==> config.mk <==
export PLATFORM = sky130hd
export DESIGN_NAME = pwsd_ctrl
export DESIGN_NICKNAME = d
export VERILOG_FILES = /design/src/rtl/pwsd_pkg.sv /design/src/rtl/pwsd_ctrl.sv
export SDC_FILE = /design/constraint.sdc
export NUM_CORES = 1
export LEC_CHECK = 0
export BUFFER_PORTS_ARGS = -buffer_cell sky130_fd_sc_hd__buf_4
export CAP_MARGIN = 20
export CELL_PAD_IN_SITES_DETAIL_PLACEMENT = 1
export CELL_PAD_IN_SITES_GLOBAL_PLACEMENT = 2
export CORE_AREA = 8 8 45 47
export CTS_CLUSTER_SIZE = 25
export DETAILED_ROUTE_END_ITERATION = 7
export DIE_AREA = 0 0 53 55
export PLACE_DENSITY = 0.44
export SYNTH_ARGS = -nofsm -noshare
export SYNTH_HDL_FRONTEND = slang
export SYNTH_SLANG_ARGS = --single-unit
==> constraint.sdc <==
create_clock -name i_clk -period 0.8 [get_ports i_clk]
set_input_delay 0.04 -clock i_clk [delete_from_list [all_inputs] [get_ports i_clk]]
set_output_delay 0.04 -clock i_clk [all_outputs]
set_load 0.01 [all_outputs]
==> src/rtl/pwsd_pkg.sv <==
// Package for the priority work-stealing deque: defaults, codes, control structs.
// Used by every module of the block; depends on nothing.
`default_nettype none

package pwsd_pkg;

    localparam int DEF_RING_SIZE       = 256;
    localparam int DEF_PRIORITY_LEVELS = 4;
    localparam int DEF_JOB_WIDTH       = 32;

    // item actions
    localparam logic [1:0] ACT_PUSH  = 2'd0;
    localparam logic [1:0] ACT_PULL  = 2'd1;
    localparam logic [1:0] ACT_STEAL = 2'd2;
    localparam logic [1:0] ACT_BATCH = 2'd3;

    // result status
    localparam logic [1:0] ST_DONE  = 2'd0;
    localparam logic [1:0] ST_FULL  = 2'd1;
    localparam logic [1:0] ST_EMPTY = 2'd2;

    typedef struct packed {
        logic accept;   // latch the input item
        logic exec;     // update pointers, store and batch state
        logic load;     // move the result into the output register
    } t_dp_cmd;

    typedef struct packed {
        logic out_free; // output register can take a result this cycle
    } t_dp_status;

endpackage

`default_nettype wire

==> src/rtl/pwsd_ctrl.sv <==
// Sequencer of the deque: accept, execute, respond.
// Depends on pwsd_pkg; drives command struct to pwsd_dp.
`default_nettype none

module pwsd_ctrl
    import pwsd_pkg::*;
(
    input  wire logic       i_clk,
    input  wire logic       i_rst_n,
    input  wire logic       i_in_valid,
    input  t_dp_status      i_dp_status,
    output logic            o_in_stall,
    output t_dp_cmd         o_dp_cmd
);

    localparam logic [1:0] S_IDLE = 2'd0;
    localparam logic [1:0] S_EXEC = 2'd1;
    localparam logic [1:0] S_RESP = 2'd2;

    logic [1:0] r_state;
    logic [1:0] n_state;
    logic       can_accept;

    // a new item may enter while the previous result is handed over
    assign can_accept = (r_state == S_IDLE) ||
                        ((r_state == S_RESP) && i_dp_status.out_free);
    // no item is taken while reset is held
    assign o_in_stall = !can_accept || !i_rst_n;

    always_comb begin
        n_state         = r_state;
        o_dp_cmd.accept = i_in_valid && can_accept;
        o_dp_cmd.exec   = 1'b0;
        o_dp_cmd.load   = 1'b0;
        case (r_state)
            S_IDLE: begin
                if (i_in_valid) begin
                    n_state = S_EXEC;
                end
            end
            S_EXEC: begin
                o_dp_cmd.exec = 1'b1;
                n_state       = S_RESP;
            end
            S_RESP: begin
                if (i_dp_status.out_free) begin
                    o_dp_cmd.load = 1'b1;
                    n_state       = i_in_valid ? S_EXEC : S_IDLE;
                end
            end
            default: begin
                n_state = S_IDLE;
            end
        endcase
    end

    always_ff @(posedge i_clk) begin
        if (!i_rst_n) begin
            r_state <= S_IDLE;
        end else begin
            r_state <= n_state;
        end
    end

endmodule

`default_nettype wire

# Yosys cells after proc, flatten, opt, wreduce, memory -nomap -nowiden
# Cells that the tools add are included.
[totals]
regBits = 2
input_bits = 4
word_cells = 20
[op_classes]
eq_ne = 4
muxes = 7
n_reduce_logical = 8
[op_table]
columns = ["cell", "count"]
rows = [
  ["2-bit case mux with 3 select lines", 1],
  ["1-bit two-way mux", 4],
  ["2-bit two-way mux", 2],
  ["2-bit != test (second input constant)", 2],
  ["2-bit by 1-bit == test with 1-bit output (second input constant)", 1],
  ["2-bit == test (second input constant)", 1],
  ["1-bit logical AND", 2],
  ["1-bit zero test", 2],
  ["2-bit zero test", 1],
  ["1-bit logical OR", 2],
  ["2-bit AND reduction", 1],
]

# Longest topological paths before layout
# Gate-level depths: netlist of the first run.
[logic_depth]
ltp_word = 5
depth_mapped = 2
ltp_nobuf = 2

# Least setup slack after synthesis of the first run
# Ideal clock, no wire load.
[synth_path]
path_type = "reg-to-output"
from = "register r_state[1]"
to = "output o_in_stall"
arrival_ps = 805
t_required_ps = 760
setup_slack_ps = -45
stages_incl_launch_ff = 3
n_path_buf = 0
path_cell_list = "dfxtp_1 > nor2b_4 > or3b_1"
[synth_between]
elab_chain_cells = 5
elab_cells_between_ends = 6
[synth_lines]
columns = ["element", "line", "source"]
rows = [
  ["start, declared", "pwsd_ctrl.sv:20", "logic [1:0] r_state;"],
  ["start signal, assigned", "pwsd_ctrl.sv:61", "r_state <= n_state;"],
  ["2-bit == test", "pwsd_ctrl.sv:26", "((r_state == S_RESP) && i_dp_status.out_free);"],
  ["1-bit logical AND", "pwsd_ctrl.sv:26", ""],
  ["1-bit logical OR (*)", "pwsd_ctrl.sv:25", "assign can_accept = (r_state == S_IDLE) ||"],
  ["1-bit zero test (*)", "pwsd_ctrl.sv:28", "assign o_in_stall = !can_accept || !i_rst_n;"],
  ["1-bit logical OR (*)", "pwsd_ctrl.sv:28", ""],
  ["end, declared", "pwsd_ctrl.sv:12", "output logic o_in_stall,"],
]
# Every way passes the cells marked *; elsewhere a longest branch is shown, timed or not.

# Final worst setup path of the first run
# Ends and elaborated chain as after synthesis.

==> results summary, run 1 <==
The slew at the pin with the worst max-slew slack came out at 176 ps. The via count of the first global-routing pass is 142. The diode insertion count for antenna repair is 0.

Compared with the post-synthesis result, the final layout area differs by 96.9%. The mapped cell area is 123 sq um. The headroom to the max-slew limit came out at 0.883.

The final reports fail on negative setup slack. The total number of nets in the final design came out at 27. The share of the yosys chip area belonging to registers is 0.327. The post-route DRC violation count is 0.

For this run, the number of Yosys warnings is 0. The total overflow left after global routing is 0. The detail-routed net length per standard cell came out at 9.89 um.

The launching element of the worst setup path is r_state[1]. STA classifies the critical path endpoint as a primary output. For this design, the slowest cell found on the critical path is sky130_fd_sc_hd__or3b_4. The tool flagged a number of max-cap violations equal to 0. Buffers inserted during clock tree synthesis total 3. The per-cell via count in the routed design came out at 3.43. The clock passes through at most 2 buffers. The class of the tightest hold or removal check is input port to register. The I/O pin count is 8. Setup repair after global routing could not meet its margin everywhere. The static leakage power is 0.106 nW. The total iterations of the first detailed-routing run is 1. The largest voltage drop on the vdd net came out at 0.426 mV. The final wirelength is 366 um. In this run the power density over the cells is 1730 nW/um^2. The critical path goes through nor2b_4, or3b_4, buf_6. The critical path is of the register to primary output type. The initial utilization of the core area, before any placement, comes to 0.0886. The global placer's final weighted congestion is 0.599. The startpoint class of the critical path is a register. The hold path startpoint is i_rst_n. The placement-stage worst setup slack came out at -172 ps. The number of port buffers came out at 7. The cell sitting at the root of the clock tree is a sky130_fd_sc_hd__clkbuf_4.

The total global-route track usage came out at 0.0322. The reg-to-reg critical path startpoint is r_state[1]. Counting I/O delays and the setup requirement, the final critical path takes 1190 ps. The core area came out at 1380 sq um.

In this run the core area contains 14 standard-cell rows. The flip-flop count of the largest register after layout is 2. The number of failing setup endpoints in the final timing report came out at 6.

The floorplan step set the die width to 53 um. The run finished, with violations left. Entering global routing, the biggest net connects 7 pins. The floorplan step defined a die boundary enclosing 2920 sq um. The number of hold-slack violations in the final timing report came out at 0. Once routing completed, OpenROAD measured the worst setup slack at -387 ps.

The global-route wire length before repair is 593 um. After synthesis, the mean cell area works out to 11.1 sq um. The number of nets still failing antenna checks after routing is 0. The synthesized flop and latch total is 2. The initial antenna violation count came out at 0. The highest clock rate is 843 MHz. The clock-pin slew on the worst setup and hold paths came out at 30 ps. The signal arrival time at the worst endpoint came out at 1150 ps. From bottom edge to top edge, the die measures 55 um.

The final critical-path share of the clock period is 1.48. Of the cells placed in the final design, the portion with a size suffix greater than 1 is 0.857. In this design, the stage delay of the slowest critical-path cell is 360 ps.

At the later pin of the worst-skew pair, clock insertion delay measures 230 ps. Of all nets on the critical path, the largest fanout is 4. The number of instances in the synthesized netlist came out at 11. TritonCTS built the clock tree. The number of nets handed over by synthesis was 15. The most flop-heavy register is r_state. The largest registers in the layout are r_state x2. Counting the fill cells in the layout gives 166. The number of vias in the routed layout is 127. In this run the number of H-tree levels came out at 1. The total clock sinks is 2. The number of DRC markers in iteration 0 is 0.

The number of pins exceeding their max-slew limit in the final report is 0. The post-route worst hold slack is 43.6 ps. For the worst setup path, the data required time is 760 ps. The post-route clock skew is 2.98 ps.

The number of distinct library cell variants in the gate-level netlist after synthesis is 9.
synthesized netlist by cell type:
library cell / number / area share
sky130_fd_sc_hd__o21a_1: 1 / 0.061
sky130_fd_sc_hd__nor3b_1: 2 / 0.12
sky130_fd_sc_hd__dfxtp_1: 2 / 0.33
sky130_fd_sc_hd__and3b_2: 1 / 0.082
sky130_fd_sc_hd__and2b_1: 1 / 0.061
sky130_fd_sc_hd__buf_4: 1 / 0.061
sky130_fd_sc_hd__and4bb_2: 1 / 0.10
sky130_fd_sc_hd__or3b_1: 1 / 0.071
sky130_fd_sc_hd__nor2b_4: 1 / 0.11
cell type report:
type	instances	area, sq um	share of cell area
Clock buffer	3	22.5	0.0933
Multi-Input combinational cell	8	82.6	0.342
Sequential cell	2	45.0	0.187
Tap cell	16	20.0	0.0829
Timing Repair Buffer	8	71.3	0.295
worst max-delay path: cells and delay by family (launching register included):
family | cells | cell delay (ps)
buf+inv | 1 | 130
simple gates | 2 | 480
flops | 1 | 310
kinds of logic (layout without fill, tap and decap cells):
kind of cell / count (synthesis) / count (layout) / share of synthesized area
AOI/OAI and AO/OA: 1 / 1 / 0.0612
buffers and inverters: 1 / 11 / 0.0612
DFF: 2 / 2 / 0.327
and+or+nand+nor: 7 / 7 / 0.551
through the flow:
stage / setup TNS, ps / utilization / instances / total power, mW / area, sq um
6_report: -1090 / 0.175 / 37 / 0.418 / 241
3_3_place_gp: -253 / 0.137 / 33 / 0.185 / 190
3_5_place_dp: -257 / 0.137 / 33 / 0.185 / 190
4_1_cts: -1340 / 0.166 / 37 / 0.433 / 230
5_1_grt: -1370 / 0.175 / 37 / 0.459 / 241
2_1_floorplan: -37.1 / - / 11 / 0.150 / 125
per-layer routing:
| layer | part of all wire | vias up | GRT usage | wire [um] |
|---|---|---|---|---|
| met1 | 0.38 | 62 | 0.0303 | 139 |
| met5 | 0 | - | 0 | 0 |
| li1 | - | 59 | - | - |
| met2 | 0.44 | 6 | 0.0332 | 161 |
| met3 | 0.17 | 0 | 0.0428 | 64 |
| met4 | 0 | 0 | 0.0259 | 0 |
placed cells by master (no fill, tap or decap):
master	instances
sky130_fd_sc_hd__nor3b_2	1
sky130_fd_sc_hd__and2b_1	1
sky130_fd_sc_hd__clkbuf_4	3
sky130_fd_sc_hd__o21a_1	1
sky130_fd_sc_hd__and4bb_2	1
sky130_fd_sc_hd__buf_6	3
sky130_fd_sc_hd__and3b_2	1
sky130_fd_sc_hd__dfxtp_2	1
sky130_fd_sc_hd__nor2b_4	1
sky130_fd_sc_hd__buf_4	5
sky130_fd_sc_hd__nor3b_1	1
sky130_fd_sc_hd__or3b_4	1
sky130_fd_sc_hd__dfxtp_4	1
where the power goes:
group | internal, mW | leakage (nW) | switching, mW
registers | 0.106 | 0.0175 | 0.00672
clock network | 0.166 | 0.0138 | 0.0593
logic | 0.0533 | 0.0750 | 0.0270
repair_timing:
item | CTS | global route
pin swaps | 1 | 2
hold endpoints to repair | 0 | 0
endpoints found under the setup margin | 6 | 6
resized for setup | 3 | 4
hold buffers | 0 | 0
buffers inserted | 1 | 0
gates cloned | 0 | 0
path summary, 6_finish.rpt:
kind                endpoint  slack, ps  cells past startpoint
setup / recovery  o_in_stall       -390                      3
hold / removal    r_state[1]         40                      2
setup reg to reg  r_state[0]       -110                      3
hold reg to reg   r_state[0]        620                      1
No activity file was read; power rests on OpenSTA's default activity.
==> inputs of run 2 (changes only) <==
--- a/config.mk
+++ b/config.mk
@@ -14,6 +14,7 @@
 export DETAILED_ROUTE_END_ITERATION = 7
 export DIE_AREA = 0 0 53 55
 export PLACE_DENSITY = 0.44
+export REMOVE_ABC_BUFFERS = 1
 export SYNTH_ARGS = -nofsm -noshare
 export SYNTH_HDL_FRONTEND = slang
 export SYNTH_SLANG_ARGS = --single-unit
==> run 2 against run 1 <==
The run still ends with negative setup slack left. Clock skew grew 2.2 ps. Non-clock buffer count grew 5. Critical path depth is the same. Final cell count grew 14%. Design area grew 17%. Register-to-register slack lost 170 ps. Sequential power is essentially flat. Maximum frequency grew 0.98%. Largest cell class is now buffers.
==> results summary, run 2 (same netlist as run 1, synthesis figures left out) <==
Run status: finished with violations (unchanged). Failing checks: negative setup slack (unchanged). The signal arrival time at the worst endpoint came out at 1140 ps (was 1150 ps). The sequential group share of total power is 0.249 (was 0.270).

The net switching power is 103 uW (was 93.1 uW). The number of inserted filler cells in the final layout is 164 (was 166). The reg-to-reg critical path startpoint is r_state[1] (unchanged). The reg-to-reg critical path endpoint is r_state[1] (was r_state[0]). The highest clock rate came out at 851 MHz (was 843 MHz). The area of the multi-input gates came to 80.1 sq um (was 82.6 sq um).

The total iterations of the first detailed-routing run is 1 (unchanged). The number of DRC markers in iteration 0 is 0 (unchanged). The clock network fraction of total power came out at 0.515 (was 0.538). The final instance area is 282 sq um (was 241 sq um). The capturing element of the worst setup path is o_in_stall (unchanged). The cell area after placement is 203 sq um (was 190 sq um). The most flop-heavy register is r_state (unchanged).

The fraction of final layout cells with drive strength greater than 1 was 0.846 (was 0.857). The switching fraction of total power is 0.231 (was 0.223). The height of the die came out at 55 um (unchanged). The largest net degree at the start of global routing was 4 (was 7).

The max-cap check violation count was 0 (unchanged). The I/O pin count came out at 8 (unchanged). The total global-route track usage is 0.0409 (was 0.0322). The final wirelength came to 442 um (was 366 um). The kind of capture point of the worst setup path is a primary output (unchanged).

Most frequent cells in the layout: 8 x sky130_fd_sc_hd__buf_4, 5 x sky130_fd_sc_hd__buf_6, 3 x sky130_fd_sc_hd__clkbuf_4, 2 x sky130_fd_sc_hd__dfxtp_2 (was 5 x sky130_fd_sc_hd__buf_4, 3 x sky130_fd_sc_hd__clkbuf_4, 3 x sky130_fd_sc_hd__buf_6). The flip-flop count of the largest register after layout is 2 (unchanged). The number of vias in the routed layout came out at 148 (was 127). The class of the tightest hold or removal check is input port to register (unchanged).

The diode insertion count for antenna repair came out at 0 (unchanged). The total number of nets in the final design came out at 32 (was 27). The global placer's final weighted congestion came to 0.639 (was 0.599). The H-tree depth came out at 1 (unchanged). The TritonCTS clock tree is built (unchanged). The post-route DRC violation count came out at 0 (unchanged). The peak fanout along the critical path came to 2 (was 4). The post-route clock skew is 5.15 ps (was 2.98 ps). The horizontal die dimension is 53 um (unchanged). The post-layout minimum cycle time is 1180 ps (was 1190 ps). The total area of sequential cells was 42.5 sq um (was 45.0 sq um). The via count of the first global-routing pass came to 167 (was 142).

The post-route setup TNS came to -1660 ps (was -1090 ps). The overflow left after global routing is 0 (unchanged). The site row count came to 14 (unchanged). The full die area was 2920 sq um (unchanged).

The total clock sinks is 2 (unchanged). The combinational share of power came out at 0.235 (was 0.192). The clock latency of the later-clocked register in the worst-skew pair is 230 ps (about the same).

RSZ-0062 raised after global routing: true (unchanged). The final critical-path share of the clock period came out at 1.47 (was 1.48). The number of port buffers is 7 (unchanged). The non-filler instance count after layout is 42 (was 37). The number of nets still failing antenna checks after routing is 0 (unchanged). The maximum clock insertion buffer count is 2 (unchanged). The post-route worst setup slack was -375 ps (was -387 ps).

The post-placement cell count came to 35 (was 33). The starting utilization of the core area is 0.0886 (unchanged). Largest registers in the final layout: r_state x2 (unchanged). The number of buffers created by CTS was 3 (unchanged).

The post-synthesis to final-layout area growth came out at 130% (was 96.9%). The detail-routed net length per standard cell came to 10.5 um (was 9.89 um). The slew at the pin with the worst max-slew slack is 163 ps (was 176 ps). The number of hold-slack violations in the final timing report came out at 0 (unchanged). The clock-pin slew on the worst setup and hold paths came out at 30 ps (about the same). The power density over the cells came out at 1590 nW/um^2 (was 1730 nW/um^2).

The initial antenna violation count is 0 (unchanged). The fraction of the core area covered by cells at the end of the flow is 0.203 (was 0.175). The kind of critical path is register to primary output (unchanged). The per-cell via count in the routed design came to 3.52 (was 3.43). The worst-case register-to-register setup slack is -280 ps (was -110 ps).

The post-cts hold buffer count is 0 (unchanged). The number of failing setup endpoints in the final timing report was 6 (unchanged). The core area came out at 1380 sq um (unchanged). The global-route wire length before repair is 717 um (was 593 um). The library cell used as clock root buffer is sky130_fd_sc_hd__clkbuf_4 (unchanged). The number of pins exceeding their max-slew limit in the final report came out at 0 (unchanged). The static leakage power is 0.134 nW (was 0.106 nW). The launching element of the worst setup path is r_state[1] (unchanged).

The final total power is 447 uW (was 418 uW). The headroom to the max-slew limit is 0.891 (was 0.883). The path depth of the worst reg2reg path is 5 (was 3). The largest voltage drop on the vdd net came out at 0.238 mV (was 0.426 mV).

The endpoint required time on the critical path is 760 ps (about the same). The leading cell type in the layout, fill and taps excluded was sky130_fd_sc_hd__buf_4 (unchanged). The startpoint class of the critical path was a register (unchanged).

The internal power summed over all cells is 344 uW (was 325 uW).
[run 2: changes by cell type in the layout (fill, tap and decap cells not counted)]
cell                      previous run  this run
sky130_fd_sc_hd__buf_4               5         8
sky130_fd_sc_hd__or3b_1              0         1
sky130_fd_sc_hd__or3b_4              1         0
sky130_fd_sc_hd__dfxtp_4             1         0
sky130_fd_sc_hd__buf_6               3         5
sky130_fd_sc_hd__dfxtp_2             1         2
[run 2: worst min-delay path by stage]
stage	endpoint	start	depth (start not counted)	slack, ps
finish	r_state[1]	i_rst_n	2	40
global route	r_state[1]	i_rst_n	2	50
CTS	r_state[1]	i_rst_n	2	30
detailed placement	r_state[1]	i_rst_n	2	270
global placement	r_state[1]	i_rst_n	2	270
floorplan	r_state[1]	i_rst_n	1	160
[run 2: timing repair]
action / 4_1_cts / 5_1_grt
gates cloned: 0 / 0
setup buffers: 3 / 2
setup endpoints to repair: 6 / 6
pin swaps: 3 / 1
resized for setup: 8 / 1
[run 2: routing by layer]
layer | global-route usage | vias up | wire length, um
met5 | 0 | - | 0
met4 | 0.0905 | 0 | 45
li1 | - | 69 | -
met1 | 0.0258 | 66 | 138
met3 | 0.0187 | 4 | 34
met2 | 0.0586 | 9 | 223
[run 2: area by class of cell]
cell class	count	area share
well taps	16	0.0711
flip-flops and latches	2	0.151
multi-input cells	8	0.284
clock buffers	3	0.0800
repair buffers	13	0.413
[run 2: power by group through the flow]
| stage | logic [mW] | registers [mW] | clock network [mW] |
|---|---|---|---|
| global route | 0.114 | 0.113 | 0.247 |
| CTS | 0.101 | 0.111 | 0.247 |
| finish | 0.105 | 0.112 | 0.231 |
| detailed placement | 0.0771 | 0.113 | 0 |
| global placement | 0.0749 | 0.112 | 0 |
| floorplan | 0.0297 | 0.112 | 0 |
[run 2: metrics by stage]
| stage | hold slack, ps | setup slack, ps |
|---|---|---|
| detailed placement | 274 | -152 |
| global route | 45.5 | -410 |
| floorplan | 158 | -45.5 |
| CTS | 33.3 | -390 |
| global placement | 269 | -135 |
| finish | 40.8 | -375 |
[run 2: critical path: stages, from the launching register on]
cell and delay [ps]:
sky130_fd_sc_hd__dfxtp_2 310, sky130_fd_sc_hd__nor2b_4 120, sky130_fd_sc_hd__or3b_1 360, sky130_fd_sc_hd__buf_6 130
==> inputs of run 3 (changes only) <==
--- a/config.mk
+++ b/config.mk
@@ -5,6 +5,8 @@
 export SDC_FILE = /design/constraint.sdc
 export NUM_CORES = 1
 export LEC_CHECK = 0
+export ABC_AREA = 1
+export ABC_CLOCK_PERIOD_IN_PS = 800
 export BUFFER_PORTS_ARGS = -buffer_cell sky130_fd_sc_hd__buf_4
 export CAP_MARGIN = 20
 export CELL_PAD_IN_SITES_DETAIL_PLACEMENT = 1
@@ -13,7 +15,7 @@
 export CTS_CLUSTER_SIZE = 25
 export DETAILED_ROUTE_END_ITERATION = 7
 export DIE_AREA = 0 0 53 55
-export PLACE_DENSITY = 0.44
+export PLACE_DENSITY = 0.49
 export REMOVE_ABC_BUFFERS = 1
 export SYNTH_ARGS = -nofsm -noshare
 export SYNTH_HDL_FRONTEND = slang
==> run 3 against run 2 <==
The run still ends with negative setup slack left. Total power is 5.4% lower. Sequential share of layout area is 3.7 points higher. Die area stayed put. Core utilization is 3.1 points lower. Combinational power is 18% lower. Wire length is 10% lower. Via count is 2.0% lower. Largest cell class unchanged. Largest power group unchanged.
==> results summary, run 3 <==
The H-tree depth came to 1 (unchanged). The synthesized flop and latch total is 2 (unchanged). The total clock sinks came out at 2 (unchanged).

The number of hold-slack violations in the final timing report came to 0 (unchanged). List of most frequent post-synthesis cells: 5 x sky130_fd_sc_hd__inv_1, 4 x sky130_fd_sc_hd__nand2_1, 4 x sky130_fd_sc_hd__nor2_1 (was 2 x sky130_fd_sc_hd__dfxtp_1, 2 x sky130_fd_sc_hd__nor3b_1). The number of port buffers came out at 7 (unchanged). The clock-pin slew on the worst setup and hold paths is 30 ps (about the same). The global-route wire length before repair came to 565 um (was 717 um). The largest net degree at the start of global routing is 5 (was 4). The clock latency of the later-clocked register in the worst-skew pair came to 230 ps (about the same). The peak fanout along the critical path came to 4 (was 2).

The share of the yosys chip area belonging to registers came to 0.344 (was 0.327). The number of warnings printed during yosys synthesis is 0 (unchanged). The per-cell via count in the routed design came to 3.22 (was 3.52).

The number of DRC markers in iteration 0 is 0 (unchanged). The number of instances in the synthesized netlist came out at 19 (was 11). The via count of the first global-routing pass is 147 (was 167). The global placer's final weighted congestion is 0.590 (was 0.639). The signal arrival time at the worst endpoint is 890 ps (was 1140 ps). The area of the multi-input gates was 65.1 sq um (was 80.1 sq um). The post-route worst setup slack came out at -132 ps (was -375 ps).

The headroom to the max-slew limit came out at 0.908 (was 0.891). The initial antenna violation count is 0 (unchanged). Failing checks: negative setup slack (unchanged). The class of the tightest hold or removal check is input port to register (unchanged).

The post-placement cell count came out at 41 (was 35). The diode insertion count for antenna repair is 0 (unchanged). The maximum clock insertion buffer count came to 2 (unchanged).

The detail-routed net length per standard cell came out at 8.84 um (was 10.5 um). The overflow left after global routing is 0 (unchanged). The full die area came out at 2920 sq um (unchanged).

The height of the die came to 55 um (unchanged). The cell area after placement came out at 181 sq um (was 203 sq um). The total area of sequential cells is 45.0 sq um (was 42.5 sq um).

The TritonCTS clock tree is built (unchanged). The fraction of final layout cells with drive strength greater than 1 is 0.690 (was 0.846). The final critical-path share of the clock period came out at 1.16 (was 1.47).

The post-synthesis to final-layout area growth was 105% (was 130%). The static leakage power was 0.127 nW (was 0.134 nW). The post-route DRC violation count came to 0 (unchanged). The post-layout minimum cycle time came out at 932 ps (was 1180 ps). The I/O pin count came out at 8 (unchanged). The total number of nets in the final design is 35 (was 32).

The number of cells on the worst hold path came out at 3 (was 2). The placement-stage worst setup slack is 25.2 ps (was -152 ps). Biggest area contributors in the synthesized netlist: sky130_fd_sc_hd__dfxtp_1 34%, sky130_fd_sc_hd__inv_1 16%, sky130_fd_sc_hd__nand2_1 13% (was sky130_fd_sc_hd__dfxtp_1 33%, sky130_fd_sc_hd__nor3b_1 12%, sky130_fd_sc_hd__nor2b_4 11%). The kind of capture point of the worst setup path is a primary output (unchanged).

The power density over the cells is 1770 nW/um^2 (was 1590 nW/um^2). The slew at the pin with the worst max-slew slack was 139 ps (was 163 ps). The horizontal die dimension is 53 um (unchanged). The flip-flop count of the largest register after layout is 2 (unchanged). The post-cts hold buffer count was 0 (unchanged). The top cell type by total area after synthesis was sky130_fd_sc_hd__dfxtp_1 (unchanged). The combined buffer and inverter count along the critical path came out at 2 (was 1). The starting utilization of the core area came to 0.0841 (was 0.0886). The largest delay contributor family on the critical path is flip-flops (was simple AND/OR/NAND/NOR gates). The number of buffers created by CTS came to 3 (unchanged). The arithmetic-cell share of the synthesized area counting full adders, half adders and majority gates came out at 0 (unchanged). The non-filler instance count after layout is 45 (was 42). The dominant register cell in the synthesized netlist is sky130_fd_sc_hd__dfxtp_1 (unchanged). The total iterations of the first detailed-routing run is 1 (unchanged). The leading cell type in the layout, fill and taps excluded was sky130_fd_sc_hd__buf_4 (unchanged). The largest voltage drop on the vdd net came out at 0.650 mV (was 0.238 mV). The path depth of the worst reg2reg path is 3 (was 5). Run status: finished with violations (unchanged). The final total power came out at 423 uW (was 447 uW).

The number of failing setup endpoints in the final timing report is 4 (was 6). The most flop-heavy register was r_state (unchanged). The library cell used as clock root buffer is sky130_fd_sc_hd__clkbuf_4 (unchanged).

Yosys instantiated no cell more often than sky130_fd_sc_hd__inv_1. The dominant combinational cell family by area after synthesis is simple AND/OR/NAND/NOR gates (unchanged). The simple-gate share of the synthesized area was 0.355 (was 0.551). Cell Chain, Critical Path: inv_2, nand2_2, nor2_2, buf_4 (was nor2b_4, or3b_1, buf_6).

The multiplexer share of the synthesized area was 0 (unchanged). The number of nets still failing antenna checks after routing is 0 (unchanged). The startpoint class of the critical path is a register (unchanged).

The max-cap check violation count is 0 (unchanged). The share of flip-flops with an asynchronous set or reset after synthesis is 0 (unchanged). The core area came out at 1380 sq um (unchanged). The fraction of the core area covered by cells at the end of the flow is 0.173 (was 0.203).

The area share of xor/xnor cells in the synthesized design is 0 (unchanged). The number of pins exceeding their max-slew limit in the final report came out at 0 (unchanged). The number of distinct library cell variants in the gate-level netlist after synthesis is 8 (was 9). The number of synthesized flops with an enable pin was 0 (unchanged). The post-route setup TNS came out at -429 ps (was -1660 ps). The site row count is 14 (unchanged). RSZ-0062 raised after global routing: true (unchanged). Most frequent cells in the layout: 6 x sky130_fd_sc_hd__buf_4, 4 x sky130_fd_sc_hd__inv_1, 3 x sky130_fd_sc_hd__clkbuf_4 (was 8 x sky130_fd_sc_hd__buf_4, 5 x sky130_fd_sc_hd__buf_6, 3 x sky130_fd_sc_hd__clkbuf_4, 2 x sky130_fd_sc_hd__dfxtp_2). The highest clock rate came out at 1070 MHz (was 851 MHz). The area share of the largest cell type after synthesis is 0.344 (was 0.327).

The post-route worst hold slack is 64.8 ps (was 40.8 ps). The post-route clock skew is 6.99 ps (was 5.15 ps). The compound-gate portion of the synthesized area came out at 0.0753 (was 0.0612). The mapped cell area came to 116 sq um (was 123 sq um). The critical path depth in cells is 4 (was 3). The post-synthesis average cell area was 6.12 sq um (was 11.1 sq um).

The final instance area is 239 sq um (was 282 sq um). The number of inserted filler cells in the final layout is 178 (was 164). The slowest library cell on the worst path is sky130_fd_sc_hd__dfxtp_2 (was sky130_fd_sc_hd__or3b_1). The endpoint required time on the critical path came out at 760 ps (about the same). The total global-route track usage came out at 0.0284 (was 0.0409). The longest individual stage delay on the worst path is 320 ps (was 360 ps).

Largest registers in the final layout: r_state x2 (unchanged). The kind of critical path is register to primary output (unchanged). The final wirelength is 398 um (was 442 um). The number of vias in the routed layout came to 145 (was 148).
[run 3: final cells by class]
cell class	instances	area share
clock buffer	3	0.0942
inverter	5	0.0785
multi-input combinational	11	0.272
sequential	2	0.188
tap	16	0.0838
timing repair buffer	8	0.283
[run 3: path summary, 6_finish.rpt]
kind,from,end,slack [ps]
setup reg to reg,r_state[0],r_state[1],80
hold reg to reg,r_state[1],r_state[1],510
hold / removal,i_rst_n,r_state[0],60
setup / recovery,r_state[0],o_dp_cmd[0],-130
[run 3: timing repair]
| item | in CTS | in global routing |
|---|---|---|
| setup endpoints to repair | 4 | 4 |
| pin swaps | 4 | 1 |
| buffers inserted | 1 | 0 |
| resized for setup | 7 | 4 |
| hold endpoints to repair | 0 | 0 |
[run 3: cell families (layout without fill, tap and decap cells)]
logic type      after synthesis  after routing
simple gates                 10             10
flops                         2              2
compound gates                1              1
buf+inv                       6             16
[run 3: worst min-delay path: stages]
cell and delay [ps]:
sky130_fd_sc_hd__buf_4 120, sky130_fd_sc_hd__inv_1 50, sky130_fd_sc_hd__nor2_1 40
[run 3: layer usage]
| layer | share of wire | global-route usage | vias to the layer above | wire (um) |
|---|---|---|---|---|
| li1 | - | - | 76 | - |
| met1 | 0.37 | 0.0242 | 62 | 147 |
| met2 | 0.45 | 0.0371 | 7 | 178 |
| met3 | 0.18 | 0.0455 | 0 | 73 |
| met4 | 0 | 0 | 0 | 0 |
| met5 | 0 | 0 | - | 0 |
[run 3: where the power goes]
group	internal [mW]	switching [mW]	total [mW]	leakage, nW
sequential	0.106	0.00816	0.114	0.0175
combinational	0.0465	0.0393	0.0858	0.0956
clock	0.165	0.0576	0.223	0.0138
total	0.318	0.105	0.423	0.127
